===== src/rtl/flvp_pkg.sv =====
// Package with the shared types, codes and constants of the FLV tag stream parser.
`timescale 1ns / 1ps

package flvp_pkg;

	localparam int OffsetWidthDefault = 32;

	// Parser phases.
	localparam logic [2:0] PH_SIG    = 3'd0;
	localparam logic [2:0] PH_HEAD   = 3'd1;
	localparam logic [2:0] PH_TAGHDR = 3'd2;
	localparam logic [2:0] PH_BODY   = 3'd3;
	localparam logic [2:0] PH_TRAIL  = 3'd4;

	// Result status codes.
	localparam logic [1:0] ST_OK        = 2'd0;
	localparam logic [1:0] ST_BAD_SIG   = 2'd1;
	localparam logic [1:0] ST_BAD_TYPE  = 2'd2;
	localparam logic [1:0] ST_BAD_TRAIL = 2'd3;

	// Tag kind codes and the type bytes that map to them.
	localparam logic [1:0] KIND_AUDIO = 2'd0;
	localparam logic [1:0] KIND_VIDEO = 2'd1;
	localparam logic [1:0] KIND_META  = 2'd2;
	localparam logic [7:0] TYPE_AUDIO = 8'h08;
	localparam logic [7:0] TYPE_VIDEO = 8'h09;
	localparam logic [7:0] TYPE_META  = 8'h12;

	// Header layout.
	localparam logic [23:0] FILE_HDR_LAST  = 24'd12;
	localparam logic [23:0] TAG_HDR_LAST   = 24'd10;
	localparam logic [23:0] LEN_LAST_BYTE  = 24'd3;
	localparam logic [23:0] TRAIL_LAST     = 24'd3;
	localparam logic [23:0] SIG_LAST       = 24'd2;
	localparam logic [23:0] HEAD_START     = 24'd3;
	localparam logic [31:0] TAG_HDR_BYTES  = 32'd11;

	typedef struct packed {
		logic [1:0]  status;
		logic [1:0]  tag_kind;
		logic [23:0] body_length;
		logic [31:0] tag_offset;
	} res_t;

	// Expected signature bytes 'F', 'L', 'V'.
	function automatic logic [7:0] sig_byte(input logic [1:0] idx);
		logic [7:0] b;
		case (idx)
			2'd0: b = 8'h46;
			2'd1: b = 8'h4C;
			2'd2: b = 8'h56;
			default: b = 8'h00;
		endcase
		return b;
	endfunction

endpackage


===== src/rtl/flv_tag_stream_parser.sv =====
// Top level of the FLV tag stream parser.
`timescale 1ns / 1ps

// Streams an FLV container one byte per beat, checks the 'FLV' signature, skips the
// 13-byte file header and then walks the tags, emitting one result beat per tag on its
// last trailing-size byte (status ok or trailing size mismatch), or at once on a bad
// signature byte or bad tag type. After any error beat the parser drops all further
// input bytes without a result until reset. Each byte is held in an input register
// and the state update for it is one short pass of logic, so one byte is taken
// every cycle; throughput is set only by the two-entry result buffer, which lets input
// continue while a result waits and stalls input only when two results are unread.
// A result beat is registered in the result buffer. Offsets count from
// file start on OFFSET_WIDTH bits, saturate at the maximum and are reported on 32 bits,
// saturating there as well.

module flv_tag_stream_parser #(
	parameter int OFFSET_WIDTH = flvp_pkg::OffsetWidthDefault
) (
	input  logic        clk,
	input  logic        arst_n,
	input  logic        in_valid,
	output logic        in_ready,
	input  logic [7:0]  byte_value,
	output logic        out_valid,
	input  logic        out_ready,
	output logic [1:0]  status,
	output logic [1:0]  tag_kind,
	output logic [23:0] body_length,
	output logic [31:0] tag_offset
);

	logic           res_full;
	logic           res_valid;
	flvp_pkg::res_t res;
	flvp_pkg::res_t res_out;

	// Parsing state machine behind the input register.
	flvp_parse_core #(
		.OFFSET_WIDTH(OFFSET_WIDTH)
	) u_core (
		.clk       (clk),
		.arst_n    (arst_n),
		.byte_value(byte_value),
		.in_valid  (in_valid),
		.in_ready  (in_ready),
		.res_full  (res_full),
		.res_valid (res_valid),
		.res       (res)
	);

	// Result register plus skid slot decouples the output handshake.
	flvp_result_fifo u_out (
		.clk      (clk),
		.arst_n   (arst_n),
		.push     (res_valid),
		.din      (res),
		.full     (res_full),
		.out_valid(out_valid),
		.out_ready(out_ready),
		.dout     (res_out)
	);

	assign status      = res_out.status;
	assign tag_kind    = res_out.tag_kind;
	assign body_length = res_out.body_length;
	assign tag_offset  = res_out.tag_offset;

endmodule


===== src/rtl/flvp_parse_core.sv =====
// Input register and per-byte parsing state machine of the FLV tag stream parser.
`timescale 1ns / 1ps

module flvp_parse_core #(
	parameter int OFFSET_WIDTH = flvp_pkg::OffsetWidthDefault
) (
	input  logic                clk,
	input  logic                arst_n,
	input  logic [7:0]          byte_value,
	input  logic                in_valid,
	output logic                in_ready,
	input  logic                res_full,
	output logic                res_valid,
	output flvp_pkg::res_t      res
);

	logic                    vld_s1;
	logic [7:0]              byte_s1;
	logic                    step;

	logic [2:0]              phase_q, phase_d;
	logic [23:0]             cnt_q, cnt_d;
	logic [OFFSET_WIDTH-1:0] pos_q, pos_d;
	logic [OFFSET_WIDTH-1:0] start_q, start_d;
	logic [23:0]             len_q, len_d;
	logic [1:0]              kind_q, kind_d;
	logic [31:0]             acc_q, acc_d;
	logic                    halted_q, halted_d;

	logic [31:0]             pos_clip;
	logic [31:0]             start_clip;

	assign step     = vld_s1 && !res_full;
	assign in_ready = !vld_s1 || !res_full;

	always_ff @(posedge clk or negedge arst_n) begin
		if (!arst_n) begin
			vld_s1 <= 1'b0;
		end else if (in_valid && in_ready) begin
			vld_s1 <= 1'b1;
		end else if (step) begin
			vld_s1 <= 1'b0;
		end
	end

	always_ff @(posedge clk) begin
		if (in_valid && in_ready) begin
			byte_s1 <= byte_value;
		end
	end

	// Offsets are reported on 32 bits and saturate there.
	generate
		if (OFFSET_WIDTH > 32) begin : g_clip
			assign pos_clip   = (|pos_q[OFFSET_WIDTH-1:32]) ? '1 : pos_q[31:0];
			assign start_clip = (|start_q[OFFSET_WIDTH-1:32]) ? '1 : start_q[31:0];
		end else begin : g_ext
			assign pos_clip   = 32'(pos_q);
			assign start_clip = 32'(start_q);
		end
	endgenerate

	always_comb begin
		logic [31:0] acc_new;
		logic [24:0] cnt_inc;
		acc_new   = {acc_q[23:0], byte_s1};
		cnt_inc   = {1'b0, cnt_q} + 25'd1;
		phase_d   = phase_q;
		cnt_d     = cnt_q;
		pos_d     = pos_q;
		start_d   = start_q;
		len_d     = len_q;
		kind_d    = kind_q;
		acc_d     = acc_q;
		halted_d  = halted_q;
		res_valid = 1'b0;
		res       = '0;
		if (step && !halted_q) begin
			if (pos_q != '1) begin
				pos_d = pos_q + 1'b1;
			end
			case (phase_q)
				flvp_pkg::PH_SIG: begin
					if (byte_s1 != flvp_pkg::sig_byte(cnt_q[1:0])) begin
						res_valid  = 1'b1;
						res.status = flvp_pkg::ST_BAD_SIG;
						halted_d   = 1'b1;
					end else if (cnt_q == flvp_pkg::SIG_LAST) begin
						phase_d = flvp_pkg::PH_HEAD;
						cnt_d   = flvp_pkg::HEAD_START;
					end else begin
						cnt_d = cnt_inc[23:0];
					end
				end
				flvp_pkg::PH_HEAD: begin
					if (cnt_q == flvp_pkg::FILE_HDR_LAST) begin
						phase_d = flvp_pkg::PH_TAGHDR;
						cnt_d   = '0;
					end else begin
						cnt_d = cnt_inc[23:0];
					end
				end
				flvp_pkg::PH_TAGHDR: begin
					if (cnt_q == '0) begin
						start_d = pos_q;
						len_d   = '0;
						cnt_d   = cnt_inc[23:0];
						case (byte_s1)
							flvp_pkg::TYPE_AUDIO: kind_d = flvp_pkg::KIND_AUDIO;
							flvp_pkg::TYPE_VIDEO: kind_d = flvp_pkg::KIND_VIDEO;
							flvp_pkg::TYPE_META:  kind_d = flvp_pkg::KIND_META;
							default: begin
								res_valid      = 1'b1;
								res.status     = flvp_pkg::ST_BAD_TYPE;
								res.tag_offset = pos_clip;
								halted_d       = 1'b1;
							end
						endcase
					end else if (cnt_q == flvp_pkg::TAG_HDR_LAST) begin
						cnt_d   = '0;
						acc_d   = '0;
						phase_d = (len_q != '0) ? flvp_pkg::PH_BODY : flvp_pkg::PH_TRAIL;
					end else begin
						if (cnt_q <= flvp_pkg::LEN_LAST_BYTE) begin
							len_d = {len_q[15:0], byte_s1};
						end
						cnt_d = cnt_inc[23:0];
					end
				end
				flvp_pkg::PH_BODY: begin
					if (cnt_inc >= {1'b0, len_q}) begin
						cnt_d   = '0;
						acc_d   = '0;
						phase_d = flvp_pkg::PH_TRAIL;
					end else begin
						cnt_d = cnt_inc[23:0];
					end
				end
				default: begin
					if (cnt_q == flvp_pkg::TRAIL_LAST) begin
						res_valid       = 1'b1;
						res.tag_kind    = kind_q;
						res.body_length = len_q;
						res.tag_offset  = start_clip;
						if (acc_new == {8'd0, len_q} + flvp_pkg::TAG_HDR_BYTES) begin
							res.status = flvp_pkg::ST_OK;
						end else begin
							res.status = flvp_pkg::ST_BAD_TRAIL;
							halted_d   = 1'b1;
						end
						phase_d = flvp_pkg::PH_TAGHDR;
						cnt_d   = '0;
						acc_d   = '0;
					end else begin
						acc_d = acc_new;
						cnt_d = cnt_inc[23:0];
					end
				end
			endcase
		end
	end

	always_ff @(posedge clk or negedge arst_n) begin
		if (!arst_n) begin
			phase_q  <= flvp_pkg::PH_SIG;
			cnt_q    <= '0;
			pos_q    <= '0;
			start_q  <= '0;
			len_q    <= '0;
			kind_q   <= '0;
			acc_q    <= '0;
			halted_q <= 1'b0;
		end else begin
			phase_q  <= phase_d;
			cnt_q    <= cnt_d;
			pos_q    <= pos_d;
			start_q  <= start_d;
			len_q    <= len_d;
			kind_q   <= kind_d;
			acc_q    <= acc_d;
			halted_q <= halted_d;
		end
	end

endmodule


===== src/rtl/flvp_result_fifo.sv =====
// Two-entry result register with skid slot for the FLV tag stream parser.
`timescale 1ns / 1ps

module flvp_result_fifo (
	input  logic           clk,
	input  logic           arst_n,
	input  logic           push,
	input  flvp_pkg::res_t din,
	output logic           full,
	output logic           out_valid,
	input  logic           out_ready,
	output flvp_pkg::res_t dout
);

	flvp_pkg::res_t mem_q [2];
	logic           wr_ptr_q;
	logic           rd_ptr_q;
	logic [1:0]     count_q;
	logic           pop;

	assign full      = (count_q == 2'd2);
	assign out_valid = (count_q != 2'd0);
	assign pop       = out_valid && out_ready;
	assign dout      = mem_q[rd_ptr_q];

	always_ff @(posedge clk) begin
		if (push) begin
			mem_q[wr_ptr_q] <= din;
		end
	end

	always_ff @(posedge clk or negedge arst_n) begin
		if (!arst_n) begin
			wr_ptr_q <= 1'b0;
			rd_ptr_q <= 1'b0;
			count_q  <= '0;
		end else begin
			if (push) begin
				wr_ptr_q <= ~wr_ptr_q;
			end
			if (pop) begin
				rd_ptr_q <= ~rd_ptr_q;
			end
			if (push && !pop) begin
				count_q <= count_q + 2'd1;
			end else if (pop && !push) begin
				count_q <= count_q - 2'd1;
			end
		end
	end

endmodule


===== config.mk =====
export PLATFORM = sky130hd
export DESIGN_NAME = flv_tag_stream_parser
export DESIGN_NICKNAME = d
export VERILOG_FILES = /design/src/rtl/flvp_pkg.sv /design/src/rtl/flv_tag_stream_parser.sv /design/src/rtl/flvp_parse_core.sv /design/src/rtl/flvp_result_fifo.sv
export SDC_FILE = /design/constraint.sdc
export NUM_CORES = 1
export LEC_CHECK = 0
export ABC_AREA = 1
export BUFFER_PORTS_ARGS = -buffer_cell sky130_fd_sc_hd__buf_4
export CAP_MARGIN = 20
export CORE_ASPECT_RATIO = 1.75
export CORE_UTILIZATION = 65
export CTS_CLUSTER_DIAMETER = 200
export DETAILED_ROUTE_END_ITERATION = 12
export PLACE_DENSITY = 0.93
export SYNTH_ARGS = -nofsm -noshare
export SYNTH_HDL_FRONTEND = slang
export SYNTH_SLANG_ARGS = --single-unit
export TNS_END_PERCENT = 50

===== constraint.sdc =====
create_clock -name clk -period 13.8 [get_ports clk]
set_input_delay 2.76 -clock clk [delete_from_list [all_inputs] [get_ports clk]]
set_output_delay 2.76 -clock clk [all_outputs]
set_load 0.02 [all_outputs]

==> results.py <==
metrics = {
    "sta": {
        "setup_viol": 0,
        "layout_setup_ws_ns": 8.565,
        "finalHoldViolCount": 0,
        "fin_crit_sh": 0.3794,
        "tightest_slew_ns": 1.097,
        "setup_tns_ns": 0,
        "clock.fmax_mhz": 191.0,
        "max_slew_margin": 0.2687,
        "slew_violations": 0,
        "min_period_ns": 5.235,
        "finClkSkew_ns": 0.01003,
        "rsz0062_at_grt": "false",
    },
    "synthesis": {
        "synth-edff-count": 128,
        "ys_top_cells_by_area": "edfxtp_1 27%, dfrtp_1 26%, nand2_1 13%",
        "seq_area_frac_synth": 0.5352,
        "async_reset_ff_frac": 0.5345,
        "synth_commonest_cells": "484 x nand2_1, 170 x nor2_1, 151 x inv_1, 147 x dfrtp_1, 128 x edfxtp_1",
        "ys.flop_type": "dfrtp_1",
        "synth_top_area_share": 0.2735,
        "syn_inst": 1640,
        "ys_ff_latch": 275,
        "yosysUniqueCellTypes": 37,
        "yosys_warnings": 0,
        "yosysTopAreaCell": "edfxtp_1",
        "synth_fp_nets": 1684,
        "syn_area_sq_um": 14050,
        "syn_area_per_cell_sq_um": 8.570,
        "synth_most_common_cell": "nand2_1",
    },
    "hold_path": {
        "hold_depth": 2,
        "hold_end": "u_core.start_clip[8]",
        "hp-start": "u_core.start_clip[8]",
        "hp-class": "register to register",
    },
    "grt": {
        "grt_usage": 0.3374,
        "grt_pass1_vias": 11780,
        "grt_max_degree": 79,
        "grt_util_met2": 0.6142,
        "antenna_found_initial": 2,
        "grt_use_met3": 0.04705,
        "gr-max-usage-layer": "met2",
        "grt_use_met1": 0.3480,
        "overflow": 0,
        "grt_pass1_wl_um": 58060,
    },
    "power": {
        "pwr-share-seq": 0.438,
        "p_clk_frac": 0.319,
        "p_per_area_nw_per_um2": 134.3,
        "p_total_mw": 2.095,
        "vdd_drop_max_v": 0.0001429,
        "sw_frac_of_total": 0.3151,
        "power.internal_mw": 1.435,
        "p_comb_frac": 0.244,
        "p_sw_uw": 660.1,
        "p_leak_nw": 7.028,
    },
    "setup_path": {
        "r2r_cells": 19,
        "r2r_start": "u_core.cnt_q[0]",
        "r2r_end": "u_core.cnt_q[13]",
        "arrival_ns": 2.48,
        "path_class": "register to output port",
        "regToRegSetupSlack_ns": 9.12,
        "end_kind": "output port",
        "cp.required_ns": 11.04,
        "crit_path_start": "u_out.rd_ptr_q",
        "critical_path_peak_fanout": 61,
        "startpoint_type": "register",
    },
    "final_layout": {
        "nets": 1735,
        "area_growth_pct": 10.98,
        "nFillCells": 1416,
        "seq_area_sq_um": 7525,
        "multi_input_area_sq_um": 5707,
        "fin_util": 0.7420,
        "drive_gt1_frac": 0.08602,
        "antenna_cells": 0,
    },
    "clocking": {
        "cts_tree": "built",
        "post_cts_buffers": 0,
        "htree_levels": 1,
        "cts_hold_buf": 0,
        "path_clk_slew_ns": 0.07,
        "clock_latency_ns": 0.53,
        "cts-resized-gates": 0,
        "cts_buffers": 25,
        "cts.sinks": 275,
        "clock-root-buffer": "clkbuf_16",
        "clock_path_buffers": 3,
    },
    "placement": {
        "dp_hpwl_um": 24710,
        "gp_congestion": 0.9595,
        "dp_slack_ns": 8.893,
        "port_buffers": 73,
    },
    "detailed_routing": {
        "first_pass_iters": 7,
        "avgRoutedWirePerCell_um": 18.69,
        "drcViolationCount": 0,
        "vias": 11910,
        "ant_nets": 0,
        "vias_per_cell": 6.071,
        "drt_iter0_drc": 1153,
        "wl_um": 36660,
    },
    "outcome": {
        "outcome": "finished clean",
    },
    "floorplanning": {
        "initial_core_util": 0.6686,
        "die_area_sq_um": 22240,
        "core_sq_um": 21020,
        "ios": 74,
        "die_h_um": 196.5,
        "num_rows": 70,
        "dieWidth_um": 113.2,
    },
    "job": {
        "drv_cap": 0,
    },
}
[through the flow]
stage | hold WS (ns) | instances | instance area, sq um
after floorplan | 0.4452 | 1640 | 14050
final | 0.4878 | 1961 | 15600
after detailed placement | 0.4738 | 1914 | 14780
after CTS | 0.4899 | 1959 | 15550
after global placement | 0.4669 | 1913 | 14750
after global routing | 0.5089 | 1961 | 15600
[area by class of cell]
type / instances / area share
timing repair buffer: 84 / 0.04404
multi-input combinational: 1148 / 0.3659
sequential: 275 / 0.4824
inverter: 157 / 0.03778
clock inverter: 8 / 0.003289
clock buffer: 37 / 0.04637
tap: 252 / 0.02021
[worst max-delay path, cell delays in order (launching register included)]
cell	delay [ns]
dfrtp_2	0.34
buf_4	0.55
inv_2	0.40
buf_12	0.28
nand2_1	0.09
nand2_1	0.07
buf_4	0.17
[kinds of logic (layout without fill, tap and decap cells)]
| group | after synthesis | after routing | share of synthesized area |
|---|---|---|---|
| adders and majority gates | 32 | 32 | 0.02849 |
| xor gates and xnor gates | 79 | 79 | 0.04923 |
| buffers and inverters | 217 | 286 | 0.06018 |
| AOI/OAI and AO/OA | 170 | 170 | 0.06775 |
| and+or+nand+nor | 867 | 867 | 0.2591 |
| DFF | 275 | 275 | 0.5352 |
[power groups by stage]
stage	Clock, mW	Sequential [mW]	Combinational, mW
final	0.667	0.917	0.511
after global placement	0	0.930	0.489
after floorplan	0	0.927	0.292
after CTS	0.670	0.917	0.509
after global routing	0.703	0.920	0.548
after detailed placement	0	0.933	0.502
[flip-flops by register name (all words and copies together) (netlist names)]
register	count
u_out.mem_q	120
u_core.pos_clip	32
u_core.start_clip	32
u_core.acc_q	24
u_core.cnt_q	24
u_core.len_q	24
u_core.byte_s1	8
u_core.phase_q	3
u_core.kind_q	2
u_out.count_q	2
u_core.halted_q	1
u_core.vld_s1	1
u_out.rd_ptr_q	1
u_out.wr_ptr_q	1
[layer usage]
layer,part of all wire,wire [um]
met1,0.33,12250
met2,0.53,19520
met3,0.057,2099
met4,0.076,2784
met5,0.00027,10
[worst max path at each step]
stage,endpoint,slack (ns),cells past startpoint
2_1_floorplan,u_out.mem_q[1][0],9.21,9
3_3_place_gp,tag_offset[7],9.02,5
3_5_place_dp,tag_offset[16],8.89,5
4_1_cts,tag_offset[16],8.32,5
5_1_grt,body_length[20],8.41,6
6_report,tag_offset[5],8.56,6
[cell usage in the layout (no fill, tap or decap), drive strengths merged, types with 13 or more instances in the layout]
| cell type | count |
|---|---|
| a21oi | 57 |
| buf | 84 |
| clkbuf | 37 |
| dfrtp | 147 |
| edfxtp | 128 |
| ha | 32 |
| inv | 159 |
| nand2 | 488 |
| nand3 | 100 |
| nand4 | 37 |
| nor2 | 173 |
| nor3 | 50 |
| nor4 | 13 |
| o21ai | 79 |
| o31ai | 25 |
| xnor2 | 20 |
| xor2 | 59 |
Power figures use the tool's default switching activity.
